## src/rtl/bfc_pkg.sv

```systemverilog
// Shared constants, event codes and the bitmap request type of the buddy free coalescer.
// No dependencies; every other file of the block refers to it by scoped names.

package bfc_pkg;

  localparam int MAX_PAGES_DEF  = 4096;
  localparam int NUM_ORDERS_DEF = 10;

  localparam int IDX_W  = 12;
  localparam int ORD_W  = 4;
  localparam int ZONE_W = 13;
  localparam int CNT_W  = 16;
  localparam int KIND_W = 2;

  localparam logic [ZONE_W-1:0] ZONE_RESET = 13'd4096;

  localparam logic [KIND_W-1:0] EV_BUDDY_REMOVED = 2'd0;
  localparam logic [KIND_W-1:0] EV_INSERTED      = 2'd1;
  localparam logic [KIND_W-1:0] EV_REJ_MISALIGN  = 2'd2;
  localparam logic [KIND_W-1:0] EV_REJ_PINNED    = 2'd3;

  // One access to the pair bitmap: a read, a write, or both at once.
  typedef struct packed {
    logic rd;
    logic wr;
    logic wdata;
  } bmp_req_t;

endpackage

```

## src/rtl/bfc_engine.sv

```systemverilog
// Sequencer and shared datapath that checks a freed block and climbs the orders.
// Depends on bfc_pkg; drives one bitmap request per cycle unless the output stalls, and holds the output register.

module bfc_engine #(
  parameter int MAX_PAGES  = bfc_pkg::MAX_PAGES_DEF,
  parameter int NUM_ORDERS = bfc_pkg::NUM_ORDERS_DEF,
  localparam int HALF      = MAX_PAGES / 2,
  localparam int HALF_W    = $clog2(HALF),
  localparam int DEPTH     = (NUM_ORDERS - 1) * HALF,
  localparam int AW        = $clog2(DEPTH)
) (
  input  logic                        clk,
  input  logic                        rst,
  input  logic                        in_valid,
  output logic                        in_stall,
  input  logic [bfc_pkg::IDX_W-1:0]   block_index,
  input  logic [bfc_pkg::ORD_W-1:0]   block_order,
  input  logic                        page_pinned,
  input  logic [bfc_pkg::ZONE_W-1:0]  zone_limit,
  input  logic                        bmp_ready,
  input  logic                        bmp_rdata,
  output bfc_pkg::bmp_req_t           bmp_req,
  output logic [AW-1:0]               bmp_rd_addr,
  output logic [AW-1:0]               bmp_wr_addr,
  output logic                        out_valid,
  input  logic                        out_stall,
  output logic [bfc_pkg::KIND_W-1:0]  event_kind,
  output logic [bfc_pkg::IDX_W-1:0]   event_index,
  output logic [bfc_pkg::ORD_W-1:0]   event_order,
  output logic [bfc_pkg::CNT_W-1:0]   free_page_count,
  output logic                        last
);

  typedef enum logic [1:0] {
    S_IDLE,
    S_CHECK,
    S_TOGGLE,
    S_INSERT
  } state_t;

  localparam logic [bfc_pkg::ORD_W-1:0] ORD_TOP = bfc_pkg::ORD_W'(NUM_ORDERS - 1);

  state_t                       state;
  logic [bfc_pkg::IDX_W-1:0]    idx;
  logic [bfc_pkg::ORD_W-1:0]    ord;
  logic                         pinned;
  logic [bfc_pkg::CNT_W-1:0]    free_total;

  logic                         out_free;
  logic [bfc_pkg::ORD_W-1:0]    ord_up;
  logic [bfc_pkg::IDX_W-1:0]    idx_up;
  logic [16:0]                  buddy;
  logic                         out_of_zone;
  logic                         misaligned;
  logic                         order_bad;
  logic [bfc_pkg::CNT_W-1:0]    free_sum;
  logic                         merge;
  logic                         out_load;

  // The bit of a pair at order o sits at row o, column (i >> (o+1)) mod HALF.
  // HALF is a power of two, so the row and column simply concatenate.
  function automatic logic [AW-1:0] pair_addr(input logic [bfc_pkg::IDX_W-1:0] i,
                                              input logic [bfc_pkg::ORD_W-1:0] o);
    logic [bfc_pkg::IDX_W-1:0] sh;
    logic [HALF_W-1:0]         col;
    sh        = i >> (o + bfc_pkg::ORD_W'(1));
    col       = HALF_W'(sh);
    pair_addr = AW'({o, col});
  endfunction

  assign out_free    = !out_valid || !out_stall;
  assign in_stall    = !((state == S_IDLE) && bmp_ready);
  assign ord_up      = ord + bfc_pkg::ORD_W'(1);
  assign idx_up      = idx & ~((bfc_pkg::IDX_W'(1) << ord_up) - bfc_pkg::IDX_W'(1));
  assign buddy       = {5'd0, idx} ^ (17'd1 << ord);
  assign out_of_zone = (buddy >= {4'd0, zone_limit}) || ({1'b0, idx} >= zone_limit);
  assign misaligned  = (({4'd0, idx} & ((16'd1 << ord) - 16'd1)) != 16'd0);
  assign order_bad   = ({1'b0, ord} >= 5'(NUM_ORDERS));
  assign free_sum    = free_total + (16'd1 << ord);
  assign merge       = bmp_rdata && !out_of_zone;

  // High in every cycle that loads a new result into the output register.
  assign out_load    = out_free &&
                       ((state == S_TOGGLE) || (state == S_INSERT) ||
                        ((state == S_CHECK) &&
                         (pinned || order_bad || misaligned || ord == ORD_TOP)));

  always_comb begin
    bmp_req     = '0;
    bmp_rd_addr = pair_addr(idx, ord);
    bmp_wr_addr = pair_addr(idx, ord);
    if (state == S_CHECK && out_free && !pinned && !order_bad && !misaligned &&
        ord != ORD_TOP) begin
      bmp_req.rd = 1'b1;
    end
    if (state == S_TOGGLE && out_free) begin
      bmp_req.wr    = 1'b1;
      bmp_req.wdata = !bmp_rdata;
      if (merge && ord_up != ORD_TOP) begin
        bmp_req.rd  = 1'b1;
        bmp_rd_addr = pair_addr(idx_up, ord_up);
      end
    end
  end

  always_ff @(posedge clk) begin
    if (rst) begin
      state      <= S_IDLE;
      free_total <= '0;
      out_valid  <= 1'b0;
    end else begin
      if (!out_stall && !out_load) begin
        out_valid <= 1'b0;
      end
      unique case (state)
        S_IDLE: begin
          if (in_valid && !in_stall) begin
            idx    <= block_index;
            ord    <= block_order;
            pinned <= page_pinned;
            state  <= S_CHECK;
          end
        end
        S_CHECK: begin
          if (out_free) begin
            if (pinned || order_bad || misaligned) begin
              out_valid       <= 1'b1;
              event_kind      <= pinned ? bfc_pkg::EV_REJ_PINNED : bfc_pkg::EV_REJ_MISALIGN;
              event_index     <= idx;
              event_order     <= ord;
              free_page_count <= free_total;
              last            <= 1'b1;
              state           <= S_IDLE;
            end else begin
              free_total <= free_sum;
              if (ord == ORD_TOP) begin
                out_valid       <= 1'b1;
                event_kind      <= bfc_pkg::EV_INSERTED;
                event_index     <= idx;
                event_order     <= ord;
                free_page_count <= free_sum;
                last            <= 1'b1;
                state           <= S_IDLE;
              end else begin
                state <= S_TOGGLE;
              end
            end
          end
        end
        S_TOGGLE: begin
          // The toggle, the decision and the next order's read share this cycle.
          if (out_free) begin
            out_valid       <= 1'b1;
            free_page_count <= free_total;
            event_order     <= ord;
            if (merge) begin
              event_kind  <= bfc_pkg::EV_BUDDY_REMOVED;
              event_index <= buddy[bfc_pkg::IDX_W-1:0];
              last        <= 1'b0;
              idx         <= idx_up;
              ord         <= ord_up;
              if (ord_up == ORD_TOP) begin
                state <= S_INSERT;
              end
            end else begin
              event_kind  <= bfc_pkg::EV_INSERTED;
              event_index <= idx;
              last        <= 1'b1;
              state       <= S_IDLE;
            end
          end
        end
        S_INSERT: begin
          if (out_free) begin
            out_valid       <= 1'b1;
            event_kind      <= bfc_pkg::EV_INSERTED;
            event_index     <= idx;
            event_order     <= ord;
            free_page_count <= free_total;
            last            <= 1'b1;
            state           <= S_IDLE;
          end
        end
        default: begin
          state <= S_IDLE;
        end
      endcase
    end
  end

endmodule

```

## config.mk

```make
export PLATFORM = sky130hd
export DESIGN_NAME = bfc_engine
export DESIGN_NICKNAME = d
export VERILOG_FILES = /design/src/rtl/bfc_pkg.sv /design/src/rtl/bfc_engine.sv
export SDC_FILE = /design/constraint.sdc
export NUM_CORES = 1
export LEC_CHECK = 0
export BUFFER_PORTS_ARGS = -buffer_cell sky130_fd_sc_hd__buf_2
export CAP_MARGIN = 20
export CORE_ASPECT_RATIO = 2
export CORE_MARGIN = 5
export CORE_UTILIZATION = 45
export DETAILED_ROUTE_END_ITERATION = 12
export GPL_ROUTABILITY_DRIVEN = 1
export HOLD_SLACK_MARGIN = 0.02
export PLACE_DENSITY_LB_ADDON = 0.05
export REMOVE_ABC_BUFFERS = 1
export SLEW_MARGIN = 40
export SYNTH_ARGS = -nofsm -noshare
export SYNTH_HDL_FRONTEND = slang
export SYNTH_SLANG_ARGS = --single-unit
```

## constraint.sdc

```tcl
create_clock -name clk -period 4.5 [get_ports clk]
set_input_delay 0.9 -clock clk [delete_from_list [all_inputs] [get_ports clk]]
set_output_delay 0.9 -clock clk [all_outputs]
set_load 0.01 [all_outputs]
```

Word level (Yosys, flattened, before mapping)
Index checks and enable logic that the tools add are counted.

word-level totals
  register bits after elaboration = 71
  input port bits = 36
  word-level logic and storage cells = 146

operators by class
  $add $sub $neg = 5
  magnitude comparators = 3
  eq/ne operators = 15
  shift operators = 5
  multiplexer cells = 60
  bitwise operators = 6
  reductions and logical operators = 41

operator list
  operator                 count
  $mux W12                 9
  $mux W16                 4
  $pmux W12 S3             1
  $pmux W16 S2             1
  $mux W15                 2
  $mux W4                  7
  $mux W2                  13
  $pmux W12 S2             1
  $shr A12 B4 Y11          2
  $ge A17 B13 Y1           1
  $shl A1 B4 Y17 const A   1
  $xor A12 B17 Y17         1
  $add A16 B16 Y16         1
  $and A12 B16 Y16         1
  $pmux W4 S2              2
  $reduce_bool A16 Y1      1
  $shl A1 B4 Y16 const A   1
  $sub A16 B1 Y16 const B  1
  $mux W1                  15
  $reduce_and A5 Y1        3
  $ge A12 B13 Y1           1
  $logic_and A1 B1 Y1      13
  $and A12 B12 Y12         1
  $not A12 Y12             1
  other kinds (26)         51

Longest topological paths before layout
Gate-level depths: netlist of run 1.

  word-level depth = 16
  gate-level depth with buffers = 17

Least setup slack after synthesis of run 1
No wires, ideal clock.

  path type = register -> output
  from = register ord[0] (netlist name)
  to = output port bmp_rd_addr[4]
  data arrival time = 3.810 ns
  path slack = -0.210 ns
  stages on the path, launching flop included = 17
  path buffers = 4
  cell sequence = edfxtp_1 ha_1 ha_1 clkbuf_1 clkbuf_1 clkbuf_1 nand3_1 ha_1 buf_2 inv_1 nor3_1 nand3_1 o2111ai_2 mux2_4 mux2_2 mux2_4 o31ai_2

on the way
  longest elaborated chain between the ends = 9
  elaborated cells on any way between the ends = 18

ends and longest elaborated chain
  item                                                                     RTL line           text
  start: declaration                                                       bfc_engine.sv:45   logic [bfc_pkg::ORD_W-1:0] ord;
  start signal: assignment                                                 bfc_engine.sv:119  ord <= block_order;
  start signal: assignment                                                 bfc_engine.sv:161  ord <= ord_up;
  parallel branches: the longest is 8 deep, another holds $sub A12 B1 Y12  -
  $mux W15 (*)                                                             bfc_engine.sv:96   if (state == S_TOGGLE && out_free) begin
  end: declaration                                                         bfc_engine.sv:23   output logic [AW-1:0] bmp_rd_addr,

Mark *: on every way between the ends.

Final worst setup path of run 1
  from = register ord[1] (netlist name)
  to = output port bmp_rd_addr[2]

The elaborated chain is that of the path after synthesis.

==> results of run 1 <==
-- metal layers --
metal	routed length [um]	share of wire (%)	global-route usage, %	vias up
met5	0	0	0	-
met4	2060	8.6	20.9	0
met3	826	3.5	3.60	82
met2	13200	55	52.3	218
met1	7820	33	25.4	3117
li1	-	-	-	3023
-- worst max-delay path, delay by kind of cell (launching register included) --
family                   cells  cell delay (ns)
flip-flops                   1             0.50
AND/OR/NAND/NOR              4             0.58
XOR/XNOR                     1             0.07
adder cells (fa/ha/maj)      2             0.52
buffers and inverters        5             0.83
AO/OA/AOI/OAI                4             0.72
-- stage by stage --
stage	setup slack (ns)	util (%)	area (um^2)	setup TNS [ns]	total power [uW]
2_1_floorplan	-0.821	-	6210	-20.78	1000
3_3_place_gp	0.164	51.6	7370	0	1180
3_5_place_dp	0.0863	51.6	7370	0	1190
4_1_cts	-0.00420	53.8	7680	-0.00420	1840
5_1_grt	-0.0959	56.6	8080	-0.848	1940
6_report	0.0519	56.6	8080	0	1860
-- kinds of logic (layout without fill, tap and decap cells) --
| family | Yosys count | count (layout) | share of synthesized area, % |
|---|---|---|---|
| AO/OA/AOI/OAI | 185 | 185 | 18.9 |
| XOR/XNOR | 44 | 44 | 6.52 |
| adder cells (fa/ha/maj) | 54 | 54 | 10.5 |
| buffers and inverters | 95 | 234 | 6.68 |
| flip-flops | 71 | 71 | 29.9 |
| multiplexers | 49 | 49 | 8.16 |
| AND/OR/NAND/NOR | 266 | 266 | 19.3 |
-- placed cells by master, fill, tap and decap left out, types with 10 or more instances in the layout --
cell / count
a21oi_1: 31
a31oi_1: 11
and3_1: 14
buf_2: 105
buf_4: 62
clkbuf_16: 10
dfxtp_1: 19
edfxtp_1: 52
ha_1: 42
inv_1: 36
mux2_2: 22
mux2i_1: 23
nand2_1: 73
nand3_1: 19
nor2_1: 82
nor3_1: 18
o211ai_1: 10
o21ai_0: 49
xnor2_1: 26
xor2_1: 15
-- final timing paths --
path | start | end | slack [ns]
worst min register to register | free_total[6] | free_total[6] | 0.54
worst max-delay path | ord[1] | bmp_rd_addr[2] | 0.05
worst min-delay path | free_total[6] | free_total[6] | 0.54
worst max register to register | ord[0] | free_page_count[14] | 0.60
-- flip-flops by register name, indices dropped and copies added (netlist names) --
| register | count |
|---|---|
| free_page_count | 16 |
| free_total | 16 |
| event_index | 12 |
| idx | 12 |
| event_order | 4 |
| ord | 4 |
| event_kind | 2 |
| state | 2 |
| last | 1 |
| out_valid | 1 |
| pinned | 1 |
-- cell type report --
| class | count | area (um^2) |
|---|---|---|
| clock buffer | 11 | 233 |
| clock inverter | 5 | 25.0 |
| fill | 1380 | 6190 |
| inverter | 42 | 163 |
| multi-input combinational | 598 | 4370 |
| sequential | 71 | 1940 |
| tap | 192 | 240 |
| timing repair buffer | 176 | 1110 |
-- power by group through the flow --
stage                     Combinational (uW)  Clock [uW]  Sequential [uW]
after floorplan                          221           0              781
after global placement                   412           0              770
after detailed placement                 416           0              771
after CTS                                422         662              757
after global routing                     494         684              760
final                                    457         649              758
-- Yosys cell counts (all sizes together) (3+ instances only) --
master / number / area (um^2)
nor2: 84 / 315
nand2: 75 / 282
o21ai: 59 / 299
ha: 53 / 663
edfxtp: 52 / 1560
inv: 41 / 154
a21oi: 31 / 155
clkbuf: 30 / 113
xnor2: 27 / 255
mux2: 25 / 289
mux2i: 24 / 240
buf: 23 / 163
nand3: 21 / 105
nor3: 21 / 116
dfxtp: 19 / 380
xor2: 17 / 168
and3: 15 / 93.8
a31oi: 12 / 75.1
a211oi: 10 / 75.1
o211ai: 10 / 75.1
a21o: 8 / 60.1
nand2b: 7 / 43.8
nor2b: 7 / 43.8
o31ai: 7 / 57.6
and2: 6 / 37.5
nand4: 6 / 37.5
o311ai: 5 / 43.8
a21boi: 4 / 30.0
o21a: 4 / 31.3
o31a: 4 / 35.0
or3: 4 / 25.0
a211o: 3 / 26.3
nand3b: 3 / 22.5
nor4: 3 / 18.8
o211a: 3 / 30.0
or2: 3 / 18.8
-- timing repair --
| item | CTS | global route |
|---|---|---|
| gates resized for setup | 13 | 61 |
| pin swaps | 1 | 18 |
| cloned | 0 | 2 |
| hold buffers | 0 | 0 |
| setup endpoints to repair | 16 | 16 |
| setup buffers | 4 | 14 |
==> out/metrics.csv, run 1 <==
metric,value,unit
status,"finished, final reports clean",
die area,0.0171,mm^2
initial core utilization,45.4,%
Critical Path Slowest Stage Cell,edfxtp_1,
largest net degree at the start of global routing,34,
Critical Path Sink Type,output port,
endpoints failing setup,0,
sw power,578,uW
pwr/cell area,231,mW/mm^2
"FF+latch count, synth",71,
placed insts,1059,
Final Non-Filler Cells,1095,
Die Ht,180,um
final hold slack,0.536,ns
total CTS buffers,9,
"Seq/Total Area, Yosys",29.9,%
final wirelength,23.9,mm
Flop pwr share,40.7,%
post-route DRC violation count,0,
IO Pins,106,
Inserted Diodes,0,
via count,6440,
first-pass GRT wire length,35.8,mm
Clock Sinks,71,
GP Congestion,0.960,
Final Slew Violations,0,
Worst path max stage delay,0.50,ns
post-route ant nets,0,
"Cell Area, Synth",0.00648,mm^2
Worst Tran Pin Value,0.801,ns
Gate power share,24.5,%
Max-cap violations,0,
Net Sw Frac,31.0,%
hpwl dp,18.7,mm
synthesized instance count,764,
maximum vdd drop,147,uV
area delta synth->final,24.7,%
Buffers on Ports,105,
Clock Latency Late Sink,0.34,ns
vias per std cell,5.88,
number of synthesis warnings,0,
RSZ-0062 raised after global routing,yes,
total congestion overflow,0,
share of layout cells above drive strength 1,29.7,%
root buf cell,clkbuf_16,
Post-synth EDFFs,52,
Max H-tree Level,3,
wire per inst,21.8,um
Unique masters post-synth,77,
crit path DAT,3.55,ns
DIE WIDTH,94.9,um
WS Path Type,flip-flop to output port,
Hold Crit Depth,2,
CTS tree,yes,
CTS clock-pin slew for the worst setup and hold paths,0.06,ns
total track usage,27.7,%
clk_skew,0.00961,ns
final net count,988,
Clk pwr share,34.8,%
num rows,62,
crit path cell chain,"buf_6, buf_4, ha_4, buf_6, nand2_4, xnor2_1, ha_1, a211oi_2, o21ai_1, a211oi_2, nand4_1, nor2_4, clkbuf_4, nor2_1, a41oi_1, buf_2",
Worst R2R Path Depth,14,
minimum clock period,4.45,ns
core area,0.0143,mm^2
crit start category,flip-flop,
Worst Path Required,3.60,ns
Slew HR,46.0,%
leading register cell type out of synthesis,edfxtp_1,
internal cell power,1290,uW
clock buffer depth,2,
Avg Inst Size Synth,8.49,um^2
"FFs w/ async S/R, synth",0,%
vias in the first global route,6686,
final hold vios,0,
initial antenna violation count,0,
Starting DRT DRC Count,349,
period utilization,98.8,%
max frequency,225,MHz
drt pass-1 iters,8,
CP Max Fanout,7,
Hold Crit Class,flip-flop to flip-flop,
Pleak,0.00351,uW
Power figures use the tool's default switching activity.
==> run 2, diff against run 1 <==
--- a/config.mk
+++ b/config.mk
@@ -9,7 +9,7 @@
 export CAP_MARGIN = 20
 export CORE_ASPECT_RATIO = 2
 export CORE_MARGIN = 5
-export CORE_UTILIZATION = 45
+export CORE_UTILIZATION = 53
 export DETAILED_ROUTE_END_ITERATION = 12
 export GPL_ROUTABILITY_DRIVEN = 1
 export HOLD_SLACK_MARGIN = 0.02
@@ -19,3 +19,4 @@
 export SYNTH_ARGS = -nofsm -noshare
 export SYNTH_HDL_FRONTEND = slang
 export SYNTH_SLANG_ARGS = --single-unit
+export TNS_END_PERCENT = 50
==> run 2 against run 1 <==
- critical path depth is 4 lower
- largest cell class unchanged
- cell count shrank 4.5%
- clock power grew 26%
- clock skew rose by 0.0030 ns
- critical endpoint is now bmp_rd_addr[4]
- sequential power is essentially flat
==> out/metrics.csv, run 2 (synthesis gave the netlist of run 1 again) <==
metric,value,unit,change
Max-cap violations,0,,unchanged
post-placement cell area,0.00725,mm^2,was 0.00737 mm^2
first-pass GRT wire length,34.2,mm,was 35.8 mm
RSZ-0062 raised after global routing,yes,,unchanged
root buf cell,clkbuf_16,,unchanged
total CTS buffers,9,,unchanged
share of layout cells above drive strength 1,29.7,%,about the same
"commonest non-fill, non-tap cell in the layout",buf_2,,unchanged
Die Ht,166,um,was 180 um
hold path startpoint,free_total[9],,was free_total[6]
biggest regs,"free_page_count x16, free_total x16",,unchanged
core area,0.0121,mm^2,was 0.0143 mm^2
minimum clock period,4.45,ns,about the same
Final WS setup,0.0453,ns,was 0.0519 ns
DIE WIDTH,88.2,um,was 94.9 um
post-route DRC violation count,0,,unchanged
Worst Setup EP,bmp_rd_addr[4],,was bmp_rd_addr[2]
die area,0.0147,mm^2,was 0.0171 mm^2
hpwl dp,17.4,mm,was 18.7 mm
drt pass-1 iters,5,,was 8
status,"finished, final reports clean",,unchanged
Worst Tran Pin Value,0.819,ns,was 0.801 ns
crit path DAT,3.55,ns,about the same
most frequent cells in the layout,"buf_2 (106), nor2_1 (81), nand2_1 (71)",,"was buf_2 (105), nor2_1 (82), nand2_1 (73)"
setup TNS,0,ns,unchanged
Pleak,0.00351,uW,about the same
final wirelength,23.0,mm,was 23.9 mm
vias per std cell,6.17,,was 5.88
area delta synth->final,24.1,%,was 24.7%
initial core utilization,53.8,%,was 45.4%
Clock Sinks,71,,unchanged
IO Pins,106,,unchanged
Slew HR,45.2,%,was 46.0%
Critical Path Sink Type,output port,,unchanged
final hold vios,0,,unchanged
wire per inst,21.9,um,was 21.8 um
Max H-tree Level,3,,unchanged
GP Congestion,0.973,,was 0.960
Clock Latency Late Sink,0.34,ns,about the same
final net count,984,,was 988
CTS clock-pin slew for the worst setup and hold paths,0.07,ns,was 0.06 ns
Hold Crit Class,flip-flop to flip-flop,,unchanged
clk_skew,0.0127,ns,was 0.00961 ns
Worst Path Required,3.60,ns,about the same
post-route cell area,0.00805,mm^2,was 0.00808 mm^2
max frequency,224,MHz,was 225 MHz
WS Path Type,flip-flop to output port,,unchanged
via count,6454,,was 6440
Inserted Diodes,0,,unchanged
total congestion overflow,0,,unchanged
Place WS,0.0772,ns,was 0.0863 ns
initial antenna violation count,0,,unchanged
largest net degree at the start of global routing,34,,unchanged
CP Max Fanout,14,,was 7
clock buffer depth,2,,unchanged
pwr/cell area,252,mW/mm^2,was 231 mW/mm^2
Final Slew Violations,0,,unchanged
Setup crit start,ord[0],,was ord[1]
total track usage,30.5,%,was 27.7%
Buffers on Ports,105,,unchanged
CTS tree,yes,,unchanged
Starting DRT DRC Count,339,,was 349
R2R setup slack,0.58,ns,was 0.60 ns
Worst R2R Path Depth,14,,unchanged
endpoints failing setup,0,,unchanged
vias in the first global route,6565,,was 6686
num rows,57,,was 62
crit start category,flip-flop,,unchanged
Reg-to-Reg Start,ord[0],,unchanged
Reg2Reg Capture Point,free_page_count[14],,unchanged
maximum vdd drop,277,uV,was 147 uV
period utilization,99.0,%,was 98.8%
post-route ant nets,0,,unchanged
-- run 2: critical path: stages (launching register included) --
cell,delay [ns]
edfxtp_1,0.56
buf_12,0.21
ha_2,0.21
buf_4,0.21
or2_4,0.26
a221oi_4,0.30
o21a_2,0.19
o21ai_2,0.07
mux2_4,0.29
mux2_4,0.29
mux2_4,0.26
o31ai_2,0.16
buf_2,0.16
-- run 2: area by class of cell --
class                      count  area [um^2]
multi-input combinational    598         4340
fill                        1028         4010
sequential                    71         1940
timing repair buffer         172         1100
clock buffer                   9          225
tap                          147          184
inverter                      42          160
clock inverter                 7          103
-- run 2: worst min-delay path by stage --
stage	endpoint	slack, ns	cells past startpoint
after floorplan	free_total[0]	0.49	2
after global placement	free_total[0]	0.50	2
after detailed placement	free_total[6]	0.52	2
after CTS	free_total[9]	0.54	2
after global routing	free_total[8]	0.56	2
final	free_total[9]	0.54	2
-- run 2: repair_timing --
item	4_1_cts	5_1_grt
buffers inserted	8	14
endpoints found under the setup margin	13	16
resized for setup	5	66
hold buffers	0	0
pin swaps	1	18
gates cloned	0	2
-- run 2: power by group --
group,internal [uW],leakage (uW),switching [uW]
Sequential,735,0.000620,22.0
Combinational,182,0.00273,269
Clock,494,0.000162,325
Total,1410,0.00351,616
-- run 2: stage by stage --
stage          hold slack [ns]  instances  power, uW  utilization [%]
3_5_place_dp             0.521       1006       1170             60.2
3_3_place_gp             0.501       1006       1170             60.2
2_1_floorplan            0.486        711       1000                -
6_report                 0.536       1046       2030             66.8
4_1_cts                  0.538       1030       1990             63.4
5_1_grt                  0.561       1046       2090             66.8
-- run 2: layer usage --
metal	track usage (%)	vias to the layer above	part of all wire [%]
li1	-	3021	-
met1	28.8	3053	33
met2	58.8	272	55
met3	4.20	108	4.5
met4	17.9	0	7.3
met5	0	-	0
==> run 3, diff against run 2 <==
--- a/config.mk
+++ b/config.mk
@@ -14,8 +14,7 @@
 export GPL_ROUTABILITY_DRIVEN = 1
 export HOLD_SLACK_MARGIN = 0.02
 export PLACE_DENSITY_LB_ADDON = 0.05
-export REMOVE_ABC_BUFFERS = 1
-export SLEW_MARGIN = 40
+export SLEW_MARGIN = 20
 export SYNTH_ARGS = -nofsm -noshare
 export SYNTH_HDL_FRONTEND = slang
 export SYNTH_SLANG_ARGS = --single-unit
==> run 3 against run 2 <==
- cell count is 0.67% lower
- total power is 5.3% lower
- combinational power is 3% lower
- sequential power hardly changed
- via count is 1.3% lower
- non-clock buffer count is 7 lower
- register-to-register slack worse by 0.10 ns
- critical path depth is 1 lower
- hold slack worse by 0.0070 ns
- first-iteration DRC count is 35% higher
- routed wire length is 3.3% lower
- critical endpoint is now bmp_rd_addr[5]
- highest routed layer unchanged
==> out/metrics.csv, run 3 (synthesis gave the netlist of run 1 again) <==
metric,value,unit,change
status,"finished, final reports clean",,unchanged
Hold Crit Class,flip-flop to flip-flop,,unchanged
first-pass GRT wire length,33.0,mm,was 34.2 mm
Inserted Diodes,0,,unchanged
Critical Path Slowest Stage Cell,edfxtp_1,,unchanged
CTS tree,yes,,unchanged
endpoints failing setup,0,,unchanged
wire per inst,21.4,um,was 21.9 um
IO Pins,106,,unchanged
via count,6368,,was 6454
cell family with most CP delay,simple AND/OR/NAND/NOR gates,,was multiplexers
drt pass-1 iters,7,,was 5
WS Path Type,flip-flop to output port,,unchanged
DIE WIDTH,88.2,um,unchanged
Clock Latency Late Sink,0.34,ns,about the same
Die Ht,166,um,unchanged
GP Congestion,1.00,,was 0.973
setup TNS,0,ns,unchanged
share of layout cells above drive strength 1,27.9,%,was 29.7%
clk_skew,0.0124,ns,was 0.0127 ns
Worst path max stage delay,0.48,ns,was 0.56 ns
Hold Buf Count CTS,0,,unchanged
total track usage,29.5,%,was 30.5%
Layout Utilization,65.3,%,was 66.8%
CP Max Fanout,8,,was 14
Worst Tran Pin Value,0.713,ns,was 0.819 ns
initial core utilization,53.8,%,unchanged
vias in the first global route,6440,,was 6565
Slew HR,52.3,%,was 45.2%
pwr/cell area,244,mW/mm^2,was 252 mW/mm^2
core area,0.0121,mm^2,unchanged
total congestion overflow,0,,unchanged
final net count,977,,was 984
final hold vios,0,,unchanged
Tot Pwr,1920,uW,was 2030 uW
max frequency,225,MHz,was 224 MHz
Starting DRT DRC Count,457,,was 339
CTS clock-pin slew for the worst setup and hold paths,0.07,ns,about the same
Max H-tree Level,3,,unchanged
largest net degree at the start of global routing,34,,unchanged
post-route ant nets,0,,unchanged
root buf cell,clkbuf_16,,unchanged
crit path DAT,3.54,ns,was 3.55 ns
period utilization,98.6,%,was 99.0%
Final Slew Violations,0,,unchanged
minimum clock period,4.44,ns,was 4.45 ns
Critical Path Sink Type,output port,,unchanged
RSZ-0062 raised after global routing,yes,,unchanged
biggest regs,"free_page_count x16, free_total x16",,unchanged
syn_nets,854,,
die area,0.0147,mm^2,unchanged
num rows,57,,unchanged
hpwl dp,17.5,mm,was 17.4 mm
crit path buf inv count,2,,was 3
maximum vdd drop,229,uV,was 277 uV
most frequent cells in the layout,"buf_2 (105), nor2_1 (83), nand2_1 (73)",,"was buf_2 (106), nor2_1 (81), nand2_1 (71)"
"commonest non-fill, non-tap cell in the layout",buf_2,,unchanged
post-route DRC violation count,0,,unchanged
final hold slack,0.529,ns,was 0.536 ns
Max-cap violations,0,,unchanged
Worst Path Required,3.60,ns,about the same
vias per std cell,6.13,,was 6.17
Pleak,0.00346,uW,was 0.00351 uW
Buffers on Ports,105,,unchanged
crit path cell chain,"ha_2, ha_1, buf_4, or3_1, or3b_2, nand4_1, nor3_1, a221o_1, mux2i_2, o21ai_1, buf_2",,"was buf_12, ha_2, buf_4, or2_4, a221oi_4, o21a_2, o21ai_2, mux2_4, mux2_4, mux2_4, o31ai_2, buf_2"
total CTS buffers,9,,unchanged
initial antenna violation count,0,,unchanged
final wirelength,22.2,mm,was 23.0 mm
area delta synth->final,21.3,%,was 24.1%
Clock Sinks,71,,unchanged
crit start category,flip-flop,,unchanged
clock buffer depth,2,,unchanged
-- run 3: changes by cell type in the layout (fill, tap and decap cells not counted), sizes merged --
cell,before,now
clkinv,3,4
bufinv,2,0
inv,44,42
clkbuf,10,12
buf,171,165
-- run 3: what timing repair did --
item	CTS	global route
endpoints found under the hold margin	0	0
setup endpoints to repair	16	16
resized for setup	11	35
buffers inserted	2	13
pin swaps	2	10
-- run 3: worst min-delay path: cells and delay by family (launching register included) --
| family | cells | cell delay (ns) |
|---|---|---|
| and+or+nand+nor | 1 | 0.08 |
| DFF | 1 | 0.35 |
| muxes | 1 | 0.07 |
-- run 3: cell type report --
cell class / instances / area, um^2
multi-input combinational: 598 / 4290
fill: 1044 / 4190
sequential: 71 / 1940
timing repair buffer: 165 / 1000
clock buffer: 12 / 268
tap: 147 / 184
inverter: 42 / 158
clock inverter: 4 / 27.5
-- run 3: where the power goes --
part / internal [uW] / switching (uW) / leakage [uW] / total [uW]
combinational: 174 / 264 / 0.00270 / 439
clock: 424 / 299 / 0.000148 / 723
sequential: 735 / 22.4 / 0.000620 / 757
total: 1330 / 586 / 0.00346 / 1920
-- run 3: routing by layer --
layer	vias to the layer above	part of all wire (%)	wire [um]	GRT usage, %
met5	-	0	0	0
met4	0	8.1	1790	22.4
met3	101	3.8	854	3.16
met2	252	56	12500	56.1
met1	3014	32	7100	26.6
li1	3001	-	-	-
-- run 3: metrics by stage --
step,cell area [um^2],cells,setup WS (ns)
after global placement,7270,1008,-0.172
after floorplan,6490,764,0.00742
after detailed placement,7270,1008,-0.223
after global routing,7870,1039,-0.0260
after CTS,7610,1026,-0.0705
final,7870,1039,0.0631
-- run 3: worst paths after layout --
kind                                    start              to  slack, ns  cells past startpoint
worst min-delay path            free_total[6]   free_total[6]       0.53                      2
worst max register to register         ord[0]  event_index[2]       0.48                     12
worst min register to register  free_total[6]   free_total[6]       0.53                      2
worst max-delay path                   ord[0]  bmp_rd_addr[5]       0.06                     11
